--- src/hdl/mpe_pkg.sv ---
// Shared types, character codes and helpers for the MIME parameter extractor.
`default_nettype none

package mpe_pkg;

	localparam logic [7:0] CH_SEMI  = 8'h3B;  // ';'
	localparam logic [7:0] CH_DQUOTE = 8'h22; // '"'
	localparam logic [7:0] CH_BSLASH = 8'h5C; // '\'
	localparam logic [7:0] CH_EQUAL = 8'h3D;  // '='
	localparam logic [7:0] CH_SPACE = 8'h20;  // ' '
	localparam logic [7:0] CH_TAB   = 8'h09;
	localparam logic [7:0] CH_CR    = 8'h0D;

	localparam int unsigned REG_IDX_W = 2;
	localparam logic [REG_IDX_W-1:0] REG_NAME_CHARS = 2'd0;
	localparam logic [REG_IDX_W-1:0] REG_NAME_LENGTH = 2'd1;
	localparam logic [REG_IDX_W-1:0] REG_MAX_VALUE_LEN = 2'd2;

	typedef struct packed {
		logic       value_valid;
		logic [7:0] value_byte;
		logic       done_res;
		logic       found;
	} result_t;

	function automatic logic [7:0] fold_case(input logic [7:0] b);
		fold_case = (b >= 8'h41 && b <= 8'h5A) ? (b + 8'd32) : b;
	endfunction

	function automatic logic is_blank(input logic [7:0] b);
		is_blank = (b == CH_SPACE) || (b == CH_TAB);
	endfunction

	function automatic logic is_any_space(input logic [7:0] b);
		is_any_space = (b == CH_SPACE) || (b >= CH_TAB && b <= CH_CR);
	endfunction

endpackage

`default_nettype wire

--- src/hdl/mime_parameter_extractor_top.sv ---
// Top level of the MIME parameter extractor: config registers, parser, result register.
`default_nettype none

// Channel   | Dir | Payload                                        | Transfer when
// ----------+-----+------------------------------------------------+--------------------------
// s_*       | in  | tdata[7:0] data_byte, tlast last_byte          | s_tvalid & s_tready
// m_*       | out | tdata value_byte, tuser {found,value_valid},   | m_tvalid & m_tready
//           |     | tlast done_res                                 |
// wr_*      | in  | wr_index selects register, wr_data value       | wr_en
//
// One byte per cycle while s_tready is high: each accepted byte updates the parser state
// in the same cycle and, if it yields a result, loads the result register behind it.
// m_tvalid rises in the cycle after the input transfer of a byte that yields a result.
// s_tready drops only while a held result is stalled by m_tready low.
// arst_n clears the parser state and the result valid and loads register resets.
// A byte with tlast returns the parser to its start state for the next list.
module mime_parameter_extractor_top #(
	parameter int unsigned NAME_MAX_CHARS = 8
) (
	input  wire logic                          clk,
	input  wire logic                          arst_n,
	input  wire logic                          s_tvalid,
	output logic                               s_tready,
	input  wire logic [7:0]                    s_tdata,   // [7:0] data_byte
	input  wire logic                          s_tlast,   // last_byte
	output logic                               m_tvalid,
	input  wire logic                          m_tready,
	output logic [7:0]                         m_tdata,   // [7:0] value_byte
	output logic [1:0]                         m_tuser,   // [0] value_valid, [1] found
	output logic                               m_tlast,   // done_res
	input  wire logic                          wr_en,
	input  wire logic [mpe_pkg::REG_IDX_W-1:0] wr_index,
	input  wire logic [63:0]                   wr_data
);
	import mpe_pkg::*;

	logic [NAME_MAX_CHARS*8-1:0] name_chars_q;
	logic [3:0]                  name_length_q;
	logic [7:0]                  max_len_q;

	result_t result;
	logic    produce, can_take, accept;

	// Hold only the name bytes that can ever be compared.
	always_ff @(posedge clk or negedge arst_n) begin
		if (!arst_n) begin
			name_chars_q  <= '0;
			name_length_q <= 4'd1;
			max_len_q     <= 8'd255;
		end else if (wr_en) begin
			unique case (wr_index)
				REG_NAME_CHARS:    name_chars_q  <= wr_data[NAME_MAX_CHARS*8-1:0];
				REG_NAME_LENGTH:   name_length_q <= wr_data[3:0];
				REG_MAX_VALUE_LEN: max_len_q     <= wr_data[7:0];
				default: begin
				end
			endcase
		end
	end

	// Take a byte whenever the result register is free or draining this cycle.
	assign s_tready = can_take;
	assign accept   = s_tvalid & can_take;

	mpe_parse #(
		.NAME_MAX_CHARS(NAME_MAX_CHARS)
	) u_parse (
		.clk             (clk),
		.arst_n          (arst_n),
		.advance         (accept),
		.data_byte       (s_tdata),
		.last_byte       (s_tlast),
		.name_chars      (name_chars_q),
		.name_length     (name_length_q),
		.max_value_length(max_len_q),
		.result          (result),
		.produce         (produce)
	);

	// Advance the result register only for bytes that yield a result.
	mpe_out u_out (
		.clk     (clk),
		.arst_n  (arst_n),
		.load    (accept & produce),
		.result  (result),
		.can_take(can_take),
		.m_tvalid(m_tvalid),
		.m_tready(m_tready),
		.m_tdata (m_tdata),
		.m_tuser (m_tuser),
		.m_tlast (m_tlast)
	);

endmodule

`default_nettype wire

--- src/hdl/mpe_parse.sv ---
// Byte parser: split/key/value state registers and their update per accepted byte.
`default_nettype none

module mpe_parse #(
	parameter int unsigned NAME_MAX_CHARS = 8
) (
	input  wire logic                        clk,
	input  wire logic                        arst_n,
	input  wire logic                        advance,
	input  wire logic [7:0]                  data_byte,
	input  wire logic                        last_byte,
	input  wire logic [NAME_MAX_CHARS*8-1:0] name_chars,
	input  wire logic [3:0]                  name_length,
	input  wire logic [7:0]                  max_value_length,
	output mpe_pkg::result_t                 result,
	output logic                             produce
);
	import mpe_pkg::*;

	localparam logic [2:0] PH_KEY_LEAD   = 3'd0;
	localparam logic [2:0] PH_SEG_SKIP   = 3'd1;
	localparam logic [2:0] PH_KEY_BODY   = 3'd2;
	localparam logic [2:0] PH_KEY_TAIL   = 3'd3;
	localparam logic [2:0] PH_VAL_LEAD   = 3'd4;
	localparam logic [2:0] PH_VAL_BODY   = 3'd5;
	localparam logic [2:0] PH_FINISHED   = 3'd6;
	localparam logic [2:0] PH_SEG_IGNORE = 3'd7;

	localparam logic [3:0] NAME_MAX = 4'(NAME_MAX_CHARS);

	logic       quote_open_q, split_esc_q, key_mis_q, val_quoted_q, val_esc_q, found_q;
	logic [2:0] phase_q;
	logic [3:0] key_pos_q;
	logic [7:0] val_count_q;

	logic       quote_open_d, split_esc_d, key_mis_d, val_quoted_d, val_esc_d, found_d;
	logic [2:0] phase_d;
	logic [3:0] key_pos_d;
	logic [7:0] val_count_d;
	logic       split, emit, body, kc_mis, key_match;
	logic [3:0] wanted, kc_pos;
	logic [7:0] want_ch;

	assign wanted = (name_length > NAME_MAX) ? NAME_MAX : name_length;

	// Pick the wanted name character at the current key position.
	always_comb begin
		want_ch = '0;
		for (int i = 0; i < NAME_MAX_CHARS; i++) begin
			if (key_pos_q == 4'(i)) begin
				want_ch = name_chars[i*8 +: 8];
			end
		end
	end

	assign kc_mis = (key_pos_q >= wanted) || (fold_case(data_byte) != fold_case(want_ch));
	assign kc_pos = (key_pos_q < 4'd15) ? (key_pos_q + 4'd1) : key_pos_q;
	assign key_match = !key_mis_q && (key_pos_q == wanted);

	always_comb begin
		quote_open_d = quote_open_q;
		split_esc_d  = 1'b0;
		key_mis_d    = key_mis_q;
		val_quoted_d = val_quoted_q;
		val_esc_d    = val_esc_q;
		found_d      = found_q;
		phase_d      = phase_q;
		key_pos_d    = key_pos_q;
		val_count_d  = val_count_q;
		split        = 1'b0;
		emit         = 1'b0;
		body         = 1'b0;

		// Quote-aware segment split.
		if (split_esc_q) begin
			split_esc_d = 1'b0;
		end else if (quote_open_q && data_byte == CH_BSLASH) begin
			split_esc_d = 1'b1;
		end else if (data_byte == CH_DQUOTE) begin
			quote_open_d = !quote_open_q;
		end else if (!quote_open_q && data_byte == CH_SEMI) begin
			split = 1'b1;
		end

		if (phase_q == PH_FINISHED) begin
			phase_d = PH_FINISHED;
		end else if (split) begin
			if (phase_q == PH_VAL_LEAD || phase_q == PH_VAL_BODY) begin
				phase_d = PH_FINISHED;
			end else begin
				phase_d   = PH_SEG_SKIP;
				key_pos_d = '0;
				key_mis_d = 1'b0;
			end
		end else begin
			if (phase_d == PH_SEG_SKIP && !is_any_space(data_byte)) begin
				phase_d = PH_KEY_LEAD;
			end
			if (phase_d == PH_KEY_LEAD && !is_blank(data_byte)) begin
				phase_d = PH_KEY_BODY;
			end
			unique case (phase_d)
				PH_KEY_BODY: begin
					if (data_byte == CH_EQUAL) begin
						if (key_match) begin
							found_d = 1'b1;
							phase_d = PH_VAL_LEAD;
						end else begin
							phase_d = PH_SEG_IGNORE;
						end
					end else if (is_blank(data_byte)) begin
						phase_d = PH_KEY_TAIL;
					end else begin
						key_mis_d = key_mis_q | kc_mis;
						key_pos_d = kc_pos;
					end
				end
				PH_KEY_TAIL: begin
					if (data_byte == CH_EQUAL) begin
						if (key_match) begin
							found_d = 1'b1;
							phase_d = PH_VAL_LEAD;
						end else begin
							phase_d = PH_SEG_IGNORE;
						end
					end else if (!is_blank(data_byte)) begin
						key_mis_d = 1'b1;
						key_pos_d = kc_pos;
						phase_d   = PH_KEY_BODY;
					end
				end
				PH_VAL_LEAD: begin
					if (!is_blank(data_byte)) begin
						phase_d = PH_VAL_BODY;
						if (data_byte == CH_DQUOTE) begin
							val_quoted_d = 1'b1;
						end else begin
							body = 1'b1;
						end
					end
				end
				PH_VAL_BODY: begin
					body = 1'b1;
				end
				default: begin
				end
			endcase
		end

		// Value byte handling: escapes, closing quote, ending space.
		if (body) begin
			if (val_esc_q) begin
				val_esc_d = 1'b0;
				emit      = 1'b1;
			end else if (val_quoted_d) begin
				if (data_byte == CH_DQUOTE) begin
					phase_d = PH_FINISHED;
				end else if (data_byte == CH_BSLASH) begin
					val_esc_d = 1'b1;
				end else begin
					emit = 1'b1;
				end
			end else if (data_byte == CH_SPACE) begin
				phase_d = PH_FINISHED;
			end else begin
				emit = 1'b1;
			end
		end

		// Saturate at the configured value length.
		if (emit) begin
			if (val_count_q < max_value_length) begin
				val_count_d = val_count_q + 8'd1;
			end else begin
				emit = 1'b0;
			end
		end
	end

	assign produce            = emit | last_byte;
	assign result.value_valid = emit;
	assign result.value_byte  = emit ? data_byte : 8'd0;
	assign result.done_res    = last_byte;
	assign result.found       = last_byte & found_d;

	always_ff @(posedge clk or negedge arst_n) begin
		if (!arst_n) begin
			quote_open_q <= 1'b0;
			split_esc_q  <= 1'b0;
			key_mis_q    <= 1'b0;
			val_quoted_q <= 1'b0;
			val_esc_q    <= 1'b0;
			found_q      <= 1'b0;
			phase_q      <= PH_KEY_LEAD;
			key_pos_q    <= '0;
			val_count_q  <= '0;
		end else if (advance) begin
			if (last_byte) begin
				quote_open_q <= 1'b0;
				split_esc_q  <= 1'b0;
				key_mis_q    <= 1'b0;
				val_quoted_q <= 1'b0;
				val_esc_q    <= 1'b0;
				found_q      <= 1'b0;
				phase_q      <= PH_KEY_LEAD;
				key_pos_q    <= '0;
				val_count_q  <= '0;
			end else begin
				quote_open_q <= quote_open_d;
				split_esc_q  <= split_esc_d;
				key_mis_q    <= key_mis_d;
				val_quoted_q <= val_quoted_d;
				val_esc_q    <= val_esc_d;
				found_q      <= found_d;
				phase_q      <= phase_d;
				key_pos_q    <= key_pos_d;
				val_count_q  <= val_count_d;
			end
		end
	end

endmodule

`default_nettype wire

--- src/hdl/mpe_out.sv ---
// Result register on the master side; refills while the held result drains.
`default_nettype none

module mpe_out (
	input  wire logic             clk,
	input  wire logic             arst_n,
	input  wire logic             load,
	input  wire mpe_pkg::result_t result,
	output logic                  can_take,
	output logic                  m_tvalid,
	input  wire logic             m_tready,
	output logic [7:0]            m_tdata,
	output logic [1:0]            m_tuser,
	output logic                  m_tlast
);
	import mpe_pkg::*;

	logic    valid_q;
	result_t res_q;

	assign can_take = !valid_q || m_tready;

	always_ff @(posedge clk or negedge arst_n) begin
		if (!arst_n) begin
			valid_q <= 1'b0;
		end else if (can_take) begin
			valid_q <= load;
		end
	end

	always_ff @(posedge clk) begin
		if (can_take && load) begin
			res_q <= result;
		end
	end

	assign m_tvalid = valid_q;
	assign m_tdata  = res_q.value_byte;
	assign m_tuser  = {res_q.found, res_q.value_valid};
	assign m_tlast  = res_q.done_res;

endmodule

`default_nettype wire
--- config.mk ---
export PLATFORM = sky130hd
export DESIGN_NAME = mime_parameter_extractor_top
export DESIGN_NICKNAME = d
export VERILOG_FILES = /design/src/hdl/mpe_pkg.sv /design/src/hdl/mime_parameter_extractor_top.sv /design/src/hdl/mpe_parse.sv /design/src/hdl/mpe_out.sv
export SDC_FILE = /design/constraint.sdc
export NUM_CORES = 1
export LEC_CHECK = 0
export BUFFER_PORTS_ARGS = -buffer_cell sky130_fd_sc_hd__buf_4
export CORE_MARGIN = 2
export CORE_UTILIZATION = 60
export DETAILED_ROUTE_END_ITERATION = 12
export PLACE_DENSITY = 0.95
export SYNTH_ARGS = -nofsm -noshare
export SYNTH_HDL_FRONTEND = slang
export SYNTH_SLANG_ARGS = --single-unit
--- constraint.sdc ---
create_clock -name clk -period 5.9 [get_ports clk]
set_input_delay 0.59 -clock clk [delete_from_list [all_inputs] [get_ports clk]]
set_output_delay 0.59 -clock clk [all_outputs]
set_load 0.005 [all_outputs]
==> results of run 1 <==
==> report_power, final <==
group          switching, µW  internal (µW)
registers               91.9            877
logic                    278            284
clock network            276            207
total                    646           1370
==> logic make-up (layout without fill, tap and decap cells) <==
logic type,Yosys count,in the layout,synth area share (%)
flip-flops,109,109,46.9
AO/OA/AOI/OAI,145,145,16.5
adder cells (fa/ha/maj),18,18,3.78
buffers and inverters,61,145,4.22
XOR/XNOR,8,8,1.43
AND/OR/NAND/NOR,144,144,13.0
multiplexers,75,75,14.1
==> cells in the final DEF (no fill, tap or decap), types with 3 or more instances in the layout <==
cell type  instances
o22ai_1            4
nand2b_1          12
a31oi_1            8
and3_1             6
nor2_1            27
a221oi_1           7
nand2_1           34
o31ai_1            5
edfxtp_1          11
dfstp_2            9
a211oi_1           5
nand4_1            6
mux2_2            71
nor2b_1            4
nor3_1             8
nand3_1            9
a21o_1             4
xnor2_1            5
o311ai_0           3
o211ai_1           4
o21ai_0           34
nor3b_1            6
nor4_1             4
dfrtp_1           89
a22o_1             4
nand3b_1           7
ha_1              18
a2111oi_0          3
a221o_1            5
inv_1             33
a22oi_1            5
buf_4             94
a21oi_1           32
clkbuf_8           9
and2_1             7
mux2i_1            3
==> synthesized netlist by cell type (5+ instances only) <==
library cell and instances:
xnor2_1 5, inv_1 33, a22oi_1 5, nor3b_1 7
edfxtp_1 11, o21ai_0 34, o31ai_1 5, dfstp_2 9
mux2_2 71, nand4_1 6, buf_2 6, dfrtp_1 89
a221o_1 5, nand3_1 9, and2_1 7, a211oi_1 5
nor3_1 8, clkbuf_1 17, a31oi_1 8, a221oi_1 7
nand2b_1 12, nor2_1 27, and3_1 6, nand2_1 34
a21oi_1 32, ha_1 18, nand3b_1 7
==> metal layers <==
layer,track usage (%),vias to the layer above,wire (µm)
met5,0,-,0
met4,10.7,0,510
met3,7.11,50,1090
met1,35.7,2357,5800
met2,44.4,273,6930
li1,-,2219,-
==> registers in the layout, indices dropped and copies added (netlist names), 2 cells and up <==
| name | flops |
|---|---|
| max_len_q | 8 |
| name_chars_q | 64 |
| name_length_q | 4 |
| u_parse.phase_q | 3 |
| u_parse.val_count_q | 8 |
| u_out.m_tdata | 8 |
| u_parse.key_pos_q | 4 |
| u_out.m_tuser | 2 |
==> final timing paths <==
check	cells past startpoint	endpoint	slack (ns)	start
min in group clk	3	name_chars_q[35]	0.40	wr_data[35]
hold / removal	1	u_parse.val_count_q[0]	0.02	arst_n
hold reg to reg	1	name_chars_q[42]	0.52	name_chars_q[42]
max in group asynchronous	2	name_chars_q[21]	4.62	arst_n
setup reg to reg	10	u_parse.key_mis_q	2.16	u_parse.key_pos_q[0]
setup / recovery	10	u_parse.key_mis_q	2.16	u_parse.key_pos_q[0]
==> stage by stage <==
step | total power [µW] | area [µm²]
2_1_floorplan | 1350 | 5950
3_3_place_gp | 1490 | 6710
3_5_place_dp | 1530 | 6710
4_1_cts | 2010 | 6930
5_1_grt | 2120 | 6930
6_report | 2010 | 6930
==> area by class of cell <==
| cell class | count | area share [%] |
|---|---|---|
| Timing Repair Buffer | 94 | 10.2 |
| Inverter | 35 | 1.90 |
| Sequential cell | 109 | 40.3 |
| Multi-Input combinational cell | 390 | 42.1 |
| Tap cell | 133 | 2.40 |
| Clock inverter | 7 | 1.34 |
| Clock buffer | 9 | 1.79 |
==> qor.csv, run 1 <==
metric,value,unit
outcome,"complete, no violations",
power.leakage,0.00304,µW
final_layout_size_suffix_gt1_share,30.7,%
rsz0062_at_grt,false,
end_kind,flip-flop,
netlist-cell-type-count,71,
ir_worst_vdd,207,µV
cts_post_setup_buffers_inserted,0,
finalCritPeriodShare,63.3,%
post_synth.cell_area_avg,10.6,µm²
detailroute.via_count,4899,
die-width,104,µm
initial_core_util,61.5,%
antenna_found_initial,0,
cts-htree-levels,3,
cts_root_buffer,clkbuf_8,
layout_min_cycle_time,3.74,ns
post_cts_hold_buffer_count,0,
startpoint_type,flip-flop,
max-cap-violations,0,
drt_drc_violations_left,0,
global_route_wire_length_before_repair,23900,µm
cts_repair_resize_count,0,
port_buffers,92,
drt-vias-per-instance,6.31,
ys_dominant_reg_cell,dfrtp_1,
final_hold_slack,0.0235,ns
totalWireLength,14300,µm
place_worst_setup_slack,2.29,ns
number_of_clock_sinks_seen_by_cts,109,
async_flop_share,89.9,%
yosys_register_bits,109,
grt_max_degree,87,
finalClockSkew,0.0166,ns
antennaDiodeCount,0,
power_per_cell_area,291,nW/µm²
worstPathArrival,4.05,ns
die_height,104,µm
post-synth-top-area-fraction,37.4,%
critPathMaxFanout,22,
post_synth_instance_area,5950,µm²
footprint_of_the_multi_input_gates,2910,µm²
critical_path.max_stage_delay,0.67,ns
fmaxAchievable,268,MHz
gr-usage-all-layers,27.5,%
worst_path_cell_with_the_longest_stage_delay,ha_1,
number_of_enable_type_register_cells_in_the_synthesized_netlist,11,
fp.dieArea,10700,µm²
core_area,9680,µm²
final_critical_path_setup_slack,2.16,ns
areaGrowthSynthToFinish,16.4,%
instances_no_fill,777,
setup.worst_path.class,flip-flop to flip-flop,
tritoncts,built,
yosys.area.top_type,dfrtp_1,
layout.area.seq,2790,µm²
clk_latency,0.39,ns
actual_slew_at_the_worst_max_slew_pin,1.04,ns
synthTopCellsByArea,"dfrtp_1, mux2_2, edfxtp_1",
via_count_of_the_first_global_routing_pass,4888,
syn_nets,658,
report.final.setup_viol,0,
synthCells,560,
finalSetupTns,0,ns
path_delay_family,compound AO/OA/AOI/OAI gates,
cts-root-to-sink-buffers,2,
place.gp.congestion,0.944,
path_clk_slew,0.11,ns
part_of_the_yosys_area_used_for_sequential_elements,46.9,%
io_pins,93,
timing.critical_path.buf_inv,2,
design.final.nets,737,
worst_slew_margin_rel,30.5,%
num_rows,36,
drt_iter0_markers,404,
post-place-cells,761,
fin_util,71.5,%
min_path_type,input pin to asynchronous set/reset pin,
worst-endpoint-required,6.22,ns
fillers,655,
grt_overflow_total,0,
length_of_the_first_detailed_routing_pass_in_iterations,5,
hpwl,10500,µm
critPathMostFrequentCell,inv_1,
post_drt_wl_per_cell,18.5,µm
cts_inserted_buffers,9,
yosysWarnings,0,
detail-route-antenna-nets,0,
worstPathCellList,inv_1 -> ha_1 -> inv_1 -> o311a_1 -> a22o_1 -> a221o_1 -> or4_4 -> nand4_1 -> mux2_1 -> a31oi_1,
slew_viols_final,0,
report.final.hold_viol_count,0,
No activity file was read; power rests on OpenSTA's default activity.
==> inputs of run 2 (changes only) <==
CORE_UTILIZATION = 52   (was 60)
PLACE_DENSITY = 0.88   (was 0.95)
clock period = 3.1 ns   (was 5.9 ns; I/O delays follow)
==> run 2 against run 1 <==
Net effect: first-iteration DRC count down 2.5%; cell area increased by 5.9%; wire length increased by 2.8%; maximum frequency is 23% higher.
==> qor.csv, run 2 (synthesis gave the netlist of run 1 again) <==
metric,value,unit,change
outcome,"complete, no violations",,unchanged
min_path_type,input pin to flip-flop,,was input pin to asynchronous set/reset pin
drt-vias-per-instance,6.09,,was 6.31
fp.dieArea,12300,µm²,was 10700 µm²
hpwl,10900,µm,was 10500 µm
largest_reg_flops,64,,unchanged
die-width,111,µm,was 104 µm
power.leakage,0.00323,µW,was 0.00304 µW
total_power,4190,µW,was 2010 µW
final_layout_size_suffix_gt1_share,36.0,%,was 30.7%
worstPathArrival,3.31,ns,was 4.05 ns
report.final.setup_viol,0,,unchanged
port_buffers,92,,unchanged
ir_worst_vdd,484,µV,was 207 µV
tritoncts,built,,unchanged
final_critical_path_setup_slack,0.0703,ns,was 2.16 ns
swShare,31.0,%,was 32.1%
initial_core_util,52.8,%,was 61.5%
via_count_of_the_first_global_routing_pass,4852,,was 4888
cts_inserted_buffers,9,,unchanged
p_comb_share,29.4,%,was 27.9%
io_pins,93,,unchanged
worst_slew_margin_rel,47.6,%,was 30.5%
detailroute.via_count,4949,,was 4899
sequentialPowerShare,44.2,%,was 48.1%
drt_iter0_markers,394,,was 404
core_area,11300,µm²,was 9680 µm²
setup.worst_path.class,flip-flop to flip-flop,,unchanged
clk_latency,0.36,ns,was 0.39 ns
fillers,852,,was 655
cts_root_buffer,clkbuf_16,,was clkbuf_8
finalSetupTns,0,ns,unchanged
startpoint_type,flip-flop,,unchanged
end_kind,flip-flop,,unchanged
layout.cells.most_common,buf_4,,unchanged
cts-htree-levels,3,,unchanged
internal-power,2890,µW,was 1370 µW
r2r_cells,14,,was 10
layout_min_cycle_time,3.03,ns,was 3.74 ns
layout.area.seq,2800,µm²,was 2790 µm²
footprint_of_the_multi_input_gates,3040,µm²,was 2910 µm²
clock_power_share,26.3,%,was 24.0%
num_rows,39,,was 36
finalClockSkew,0.00649,ns,was 0.0166 ns
die_height,111,µm,was 104 µm
totalWireLength,14700,µm,was 14300 µm
final_hold_slack,0.161,ns,was 0.0235 ns
place.gp.congestion,0.957,,was 0.944
areaGrowthSynthToFinish,23.2,%,was 16.4%
global_route_wire_length_before_repair,23900,µm,about the same
whs_path_depth,3,,
placedInstanceArea,6880,µm²,was 6710 µm²
length_of_the_first_detailed_routing_pass_in_iterations,5,,unchanged
slew_viols_final,0,,unchanged
hold_end,name_chars_q[19],,
grt_max_degree,71,,was 87
power_per_cell_area,571,nW/µm²,was 291 nW/µm²
fmaxAchievable,330,MHz,was 268 MHz
antennaDiodeCount,0,,unchanged
actual_slew_at_the_worst_max_slew_pin,0.786,ns,was 1.04 ns
layout_common_cells,"buf_4, dfrtp_1, mux2_2",,unchanged
reg2reg_from,u_parse.key_pos_q[0],,unchanged
place_worst_setup_slack,-0.0649,ns,was 2.29 ns
finalCritPeriodShare,97.7,%,was 63.3%
critPathMaxFanout,5,,was 22
post_drt_wl_per_cell,18.1,µm,was 18.5 µm
drt_drc_violations_left,0,,unchanged
timing.hold.worst.start,wr_data[19],,
grt_overflow_total,0,,unchanged
detail-route-antenna-nets,0,,unchanged
regToRegEndpoint,u_parse.key_mis_q,,unchanged
finished_cell_area,7340,µm²,was 6930 µm²
power.switching,1300,µW,was 646 µW
path_clk_slew,0.07,ns,was 0.11 ns
minimum_setup_slack_among_reg_to_reg_paths,0.07,ns,was 2.16 ns
max-cap-violations,0,,unchanged
gr-usage-all-layers,24.3,%,was 27.5%
cts-root-to-sink-buffers,2,,unchanged
number_of_clock_sinks_seen_by_cts,109,,unchanged
antenna_found_initial,0,,unchanged
worst-endpoint-required,3.38,ns,was 6.22 ns
design.final.nets,762,,was 737
report.final.hold_viol_count,0,,unchanged
top_register,name_chars_q,,unchanged
==> run 2: cell count changes in the layout (fill, tap and decap cells not counted), moves of 4 or more <==
cell,before,now
buf_4,94,115
ha_1,18,14
clkbuf_8,9,0
clkbuf_16,0,9
==> run 2: worst max-delay path: stages (launching register included) <==
cell and delay, ns:
dfrtp_2 0.45, inv_2 0.10, buf_4 0.12, ha_2 0.19, nor2b_4 0.21, a22oi_1 0.10
nor3_1 0.23, a21oi_1 0.08, and3_2 0.26, inv_1 0.08, ha_1 0.14, xor3_1 0.38
and2_1 0.16, mux2_1 0.29, a31oi_1 0.18
==> run 2: what timing repair did <==
| item | 4_1_cts | 5_1_grt |
|---|---|---|
| gates resized for setup | 1 | 28 |
| hold buffers | 1 | 0 |
| setup buffers | 1 | 3 |
| hold endpoints to repair | 44 | 0 |
| pin swaps | 1 | 7 |
| cloned | 0 | 1 |
| endpoints found under the setup margin | 1 | 1 |
==> run 2: power groups by stage <==
stage / Combinational [µW] / Clock [µW] / Sequential, µW
2_1_floorplan: 793 / 0 / 1780
3_3_place_gp: 1060 / 0 / 1860
3_5_place_dp: 1110 / 0 / 1870
4_1_cts: 1120 / 1130 / 1840
5_1_grt: 1340 / 1190 / 1870
6_report: 1230 / 1100 / 1850
==> run 2: how the worst max path moves through the flow <==
stage | from | end | slack, ns
finish | u_parse.key_pos_q[0] | u_parse.key_mis_q | 0.07
global route | u_parse.key_pos_q[0] | u_parse.key_mis_q | -0.04
CTS | u_parse.key_pos_q[0] | u_parse.key_mis_q | 0.007
detailed placement | u_parse.key_pos_q[0] | u_parse.key_mis_q | -0.06
global placement | u_parse.key_pos_q[0] | u_parse.key_mis_q | 0.1
floorplan | u_parse.key_pos_q[0] | u_parse.key_mis_q | 0.09
==> run 2: final cells by class <==
type | instances | area share (%)
well taps | 143 | 2.44
clock buffers | 10 | 3.12
repair buffers | 118 | 12.3
inverters | 35 | 1.79
multi-input cells | 391 | 41.5
clock inverters | 6 | 0.767
flip-flops and latches | 109 | 38.1
==> run 2: routing by layer <==
layer | up-vias | part of all wire, % | global-route usage [%]
li1 | 2283 | - | -
met1 | 2374 | 41 | 31.5
met2 | 251 | 48 | 38.4
met3 | 41 | 7.3 | 6.40
met4 | 0 | 4.1 | 11.3
met5 | - | 0 | 0
==> run 2: stage by stage <==
stage	cells	utilization, %
finish	812	65.1
global route	812	65.1
CTS	808	63.7
detailed placement	790	61.0
global placement	790	61.0
floorplan	560	-
==> inputs of run 3 (changes only) <==
BUFFER_PORTS_ARGS = -buffer_cell sky130_fd_sc_hd__clkbuf_2   (was -buffer_cell sky130_fd_sc_hd__buf_4)
==> run 3 against run 2 <==
Net effect: global-route usage decreased by 0.20 points; register-to-register slack hardly changed; first-iteration DRC count decreased by 9.6%; via count is 0.61% lower; worst hold slack improved by 0.0083 ns; sequential share of layout area increased by 1.4 points; clock-buffer cell count is 2 higher; non-clock buffer count increased by 4; largest power group unchanged.
==> qor.csv, run 3 (synthesis gave the netlist of run 1 again) <==
metric,value,unit,change
swShare,30.5,%,was 31.0%
core_area,11300,µm²,unchanged
minimum_setup_slack_among_reg_to_reg_paths,0.07,ns,about the same
whs_path_depth,3,,unchanged
layout_min_cycle_time,3.03,ns,about the same
detail-route-antenna-nets,0,,unchanged
sequentialPowerShare,44.5,%,was 44.2%
layout.area.seq,2800,µm²,unchanged
power_per_cell_area,586,nW/µm²,was 571 nW/µm²
tritoncts,built,,unchanged
actual_slew_at_the_worst_max_slew_pin,0.615,ns,was 0.786 ns
antenna_found_initial,0,,unchanged
timing.hold.worst.start,wr_data[20],,was wr_data[19]
finalClockSkew,0.0101,ns,was 0.00649 ns
clk_latency,0.35,ns,was 0.36 ns
max-cap-violations,0,,unchanged
fp.dieArea,12300,µm²,unchanged
cts-root-to-sink-buffers,2,,unchanged
r2r_cells,11,,was 14
grt_overflow_total,0,,unchanged
worstPathArrival,3.30,ns,was 3.31 ns
power.switching,1270,µW,was 1300 µW
global_route_wire_length_before_repair,24000,µm,was 23900 µm
post-place-cells,793,,was 790
drt-vias-per-instance,6.04,,was 6.09
critical_path.startpoint,u_parse.key_pos_q[1],,was u_parse.key_pos_q[0]
cts_root_buffer,clkbuf_16,,unchanged
report.final.hold_viol_count,0,,unchanged
p_comb_share,28.5,%,was 29.4%
post_drt_wl_per_cell,17.8,µm,was 18.1 µm
layout.cells.most_common,clkbuf_2,,was buf_4
gr-usage-all-layers,24.1,%,was 24.3%
reg2reg_from,u_parse.key_pos_q[1],,was u_parse.key_pos_q[0]
worst-endpoint-required,3.37,ns,was 3.38 ns
outcome,"complete, no violations",,unchanged
fillers,853,,was 852
path_clk_slew,0.08,ns,was 0.07 ns
startpoint_type,flip-flop,,unchanged
areaGrowthSynthToFinish,19.0,%,was 23.2%
totalWireLength,14500,µm,was 14700 µm
drt_iter0_markers,356,,was 394
grt_max_degree,71,,unchanged
hpwl,11000,µm,was 10900 µm
hold_end,name_chars_q[20],,was name_chars_q[19]
report.final.setup_viol,0,,unchanged
num_rows,39,,unchanged
instances_no_fill,815,,was 812
ir_worst_vdd,334,µV,was 484 µV
power.leakage,0.00317,µW,was 0.00323 µW
layout_common_cells,"clkbuf_2, dfrtp_1, mux2_2",,"was buf_4, dfrtp_1, mux2_2"
via_count_of_the_first_global_routing_pass,4847,,was 4852
regToRegEndpoint,u_parse.key_mis_q,,unchanged
cts-htree-levels,3,,unchanged
drt_drc_violations_left,0,,unchanged
top_register,name_chars_q,,unchanged
die-width,111,µm,unchanged
finalCritPeriodShare,97.8,%,was 97.7%
place.gp.congestion,0.927,,was 0.957
internal-power,2880,µW,was 2890 µW
die_height,111,µm,unchanged
worst_slew_margin_rel,59.0,%,was 47.6%
rsz0062_at_grt,true,,
footprint_of_the_multi_input_gates,2990,µm²,was 3040 µm²
cts_inserted_buffers,9,,unchanged
io_pins,93,,unchanged
setup.worst_path.class,flip-flop to flip-flop,,unchanged
antennaDiodeCount,0,,unchanged
slew_viols_final,0,,unchanged
min_path_type,input pin to flip-flop,,unchanged
initial_core_util,52.8,%,unchanged
number_of_clock_sinks_seen_by_cts,109,,unchanged
fin_util,62.9,%,was 65.1%
critPathMaxFanout,4,,was 5
fmaxAchievable,330,MHz,about the same
end_kind,flip-flop,,unchanged
design.final.nets,765,,was 762
port_buffers,92,,unchanged
largest_reg_flops,64,,unchanged
detailroute.via_count,4919,,was 4949
final_layout_size_suffix_gt1_share,35.4,%,was 36.0%
clock_power_share,27.1,%,was 26.3%
length_of_the_first_detailed_routing_pass_in_iterations,5,,unchanged
==> run 3: cell type report <==
| type | instances | share of cell area [%] |
|---|---|---|
| Clock inverter | 4 | 0.424 |
| Multi-Input combinational cell | 390 | 42.1 |
| Sequential cell | 109 | 39.4 |
| Tap cell | 143 | 2.53 |
| Timing Repair Buffer | 122 | 9.98 |
| Inverter | 35 | 1.85 |
| Clock buffer | 12 | 3.64 |
==> run 3: timing repair <==
item	CTS	global route
buffers inserted	3	2
pin swaps	1	4
hold endpoints to repair	50	0
hold buffers	1	0
setup endpoints to repair	1	12
resized for setup	2	21
==> run 3: power by group through the flow <==
stage / Combinational [µW] / Clock [µW] / Sequential [µW]
final: 1180 / 1120 / 1840
after global routing: 1290 / 1200 / 1870
after CTS: 1110 / 1140 / 1840
after detailed placement: 1080 / 0 / 1870
after global placement: 1030 / 0 / 1850
after floorplan: 793 / 0 / 1780
==> run 3: stage by stage <==
step                setup WS, ns  total power, µW  TNS [ns]  area, µm²  hold WS [ns]
finish                    0.0689             4150         0       7090         0.170
floorplan                 0.0888             2580         0       5950        0.0144
detailed placement       0.00831             2950         0       6670         0.368
global route              -0.122             4360    -0.122       7090         0.181
CTS                       0.0119             4090         0       7000         0.157
global placement          0.0889             2890         0       6670         0.357
==> run 3: worst max path at each step <==
stage               cells past startpoint           endpoint  slack [ns]
floorplan                              12  u_parse.key_mis_q        0.09
global placement                       10  u_parse.key_mis_q        0.09
detailed placement                     13  u_parse.key_mis_q       0.008
CTS                                    11  u_parse.key_mis_q        0.01
global route                           12  u_parse.key_mis_q       -0.12
finish                                 11  u_parse.key_mis_q        0.07
==> run 3: routing by layer <==
layer	global-route usage, %	wire length [µm]	vias up	part of all wire [%]
met4	10.8	454	0	3.1
met1	31.4	6150	2379	42
met3	3.88	897	34	6.2
li1	-	-	2288	-
met2	39.9	7030	218	48
met5	0	0	-	0
==> run 3: worst max-delay path, cell delays in order, from the launching register on <==
cell     delay, ns
dfrtp_2       0.42
inv_2         0.08
ha_2          0.19
nor2b_4       0.14
buf_4         0.13
a221o_1       0.33
a22o_1        0.26
a221o_1       0.34
or4_4         0.44
nand4_1       0.12
mux2_1        0.33
a31oi_1       0.17
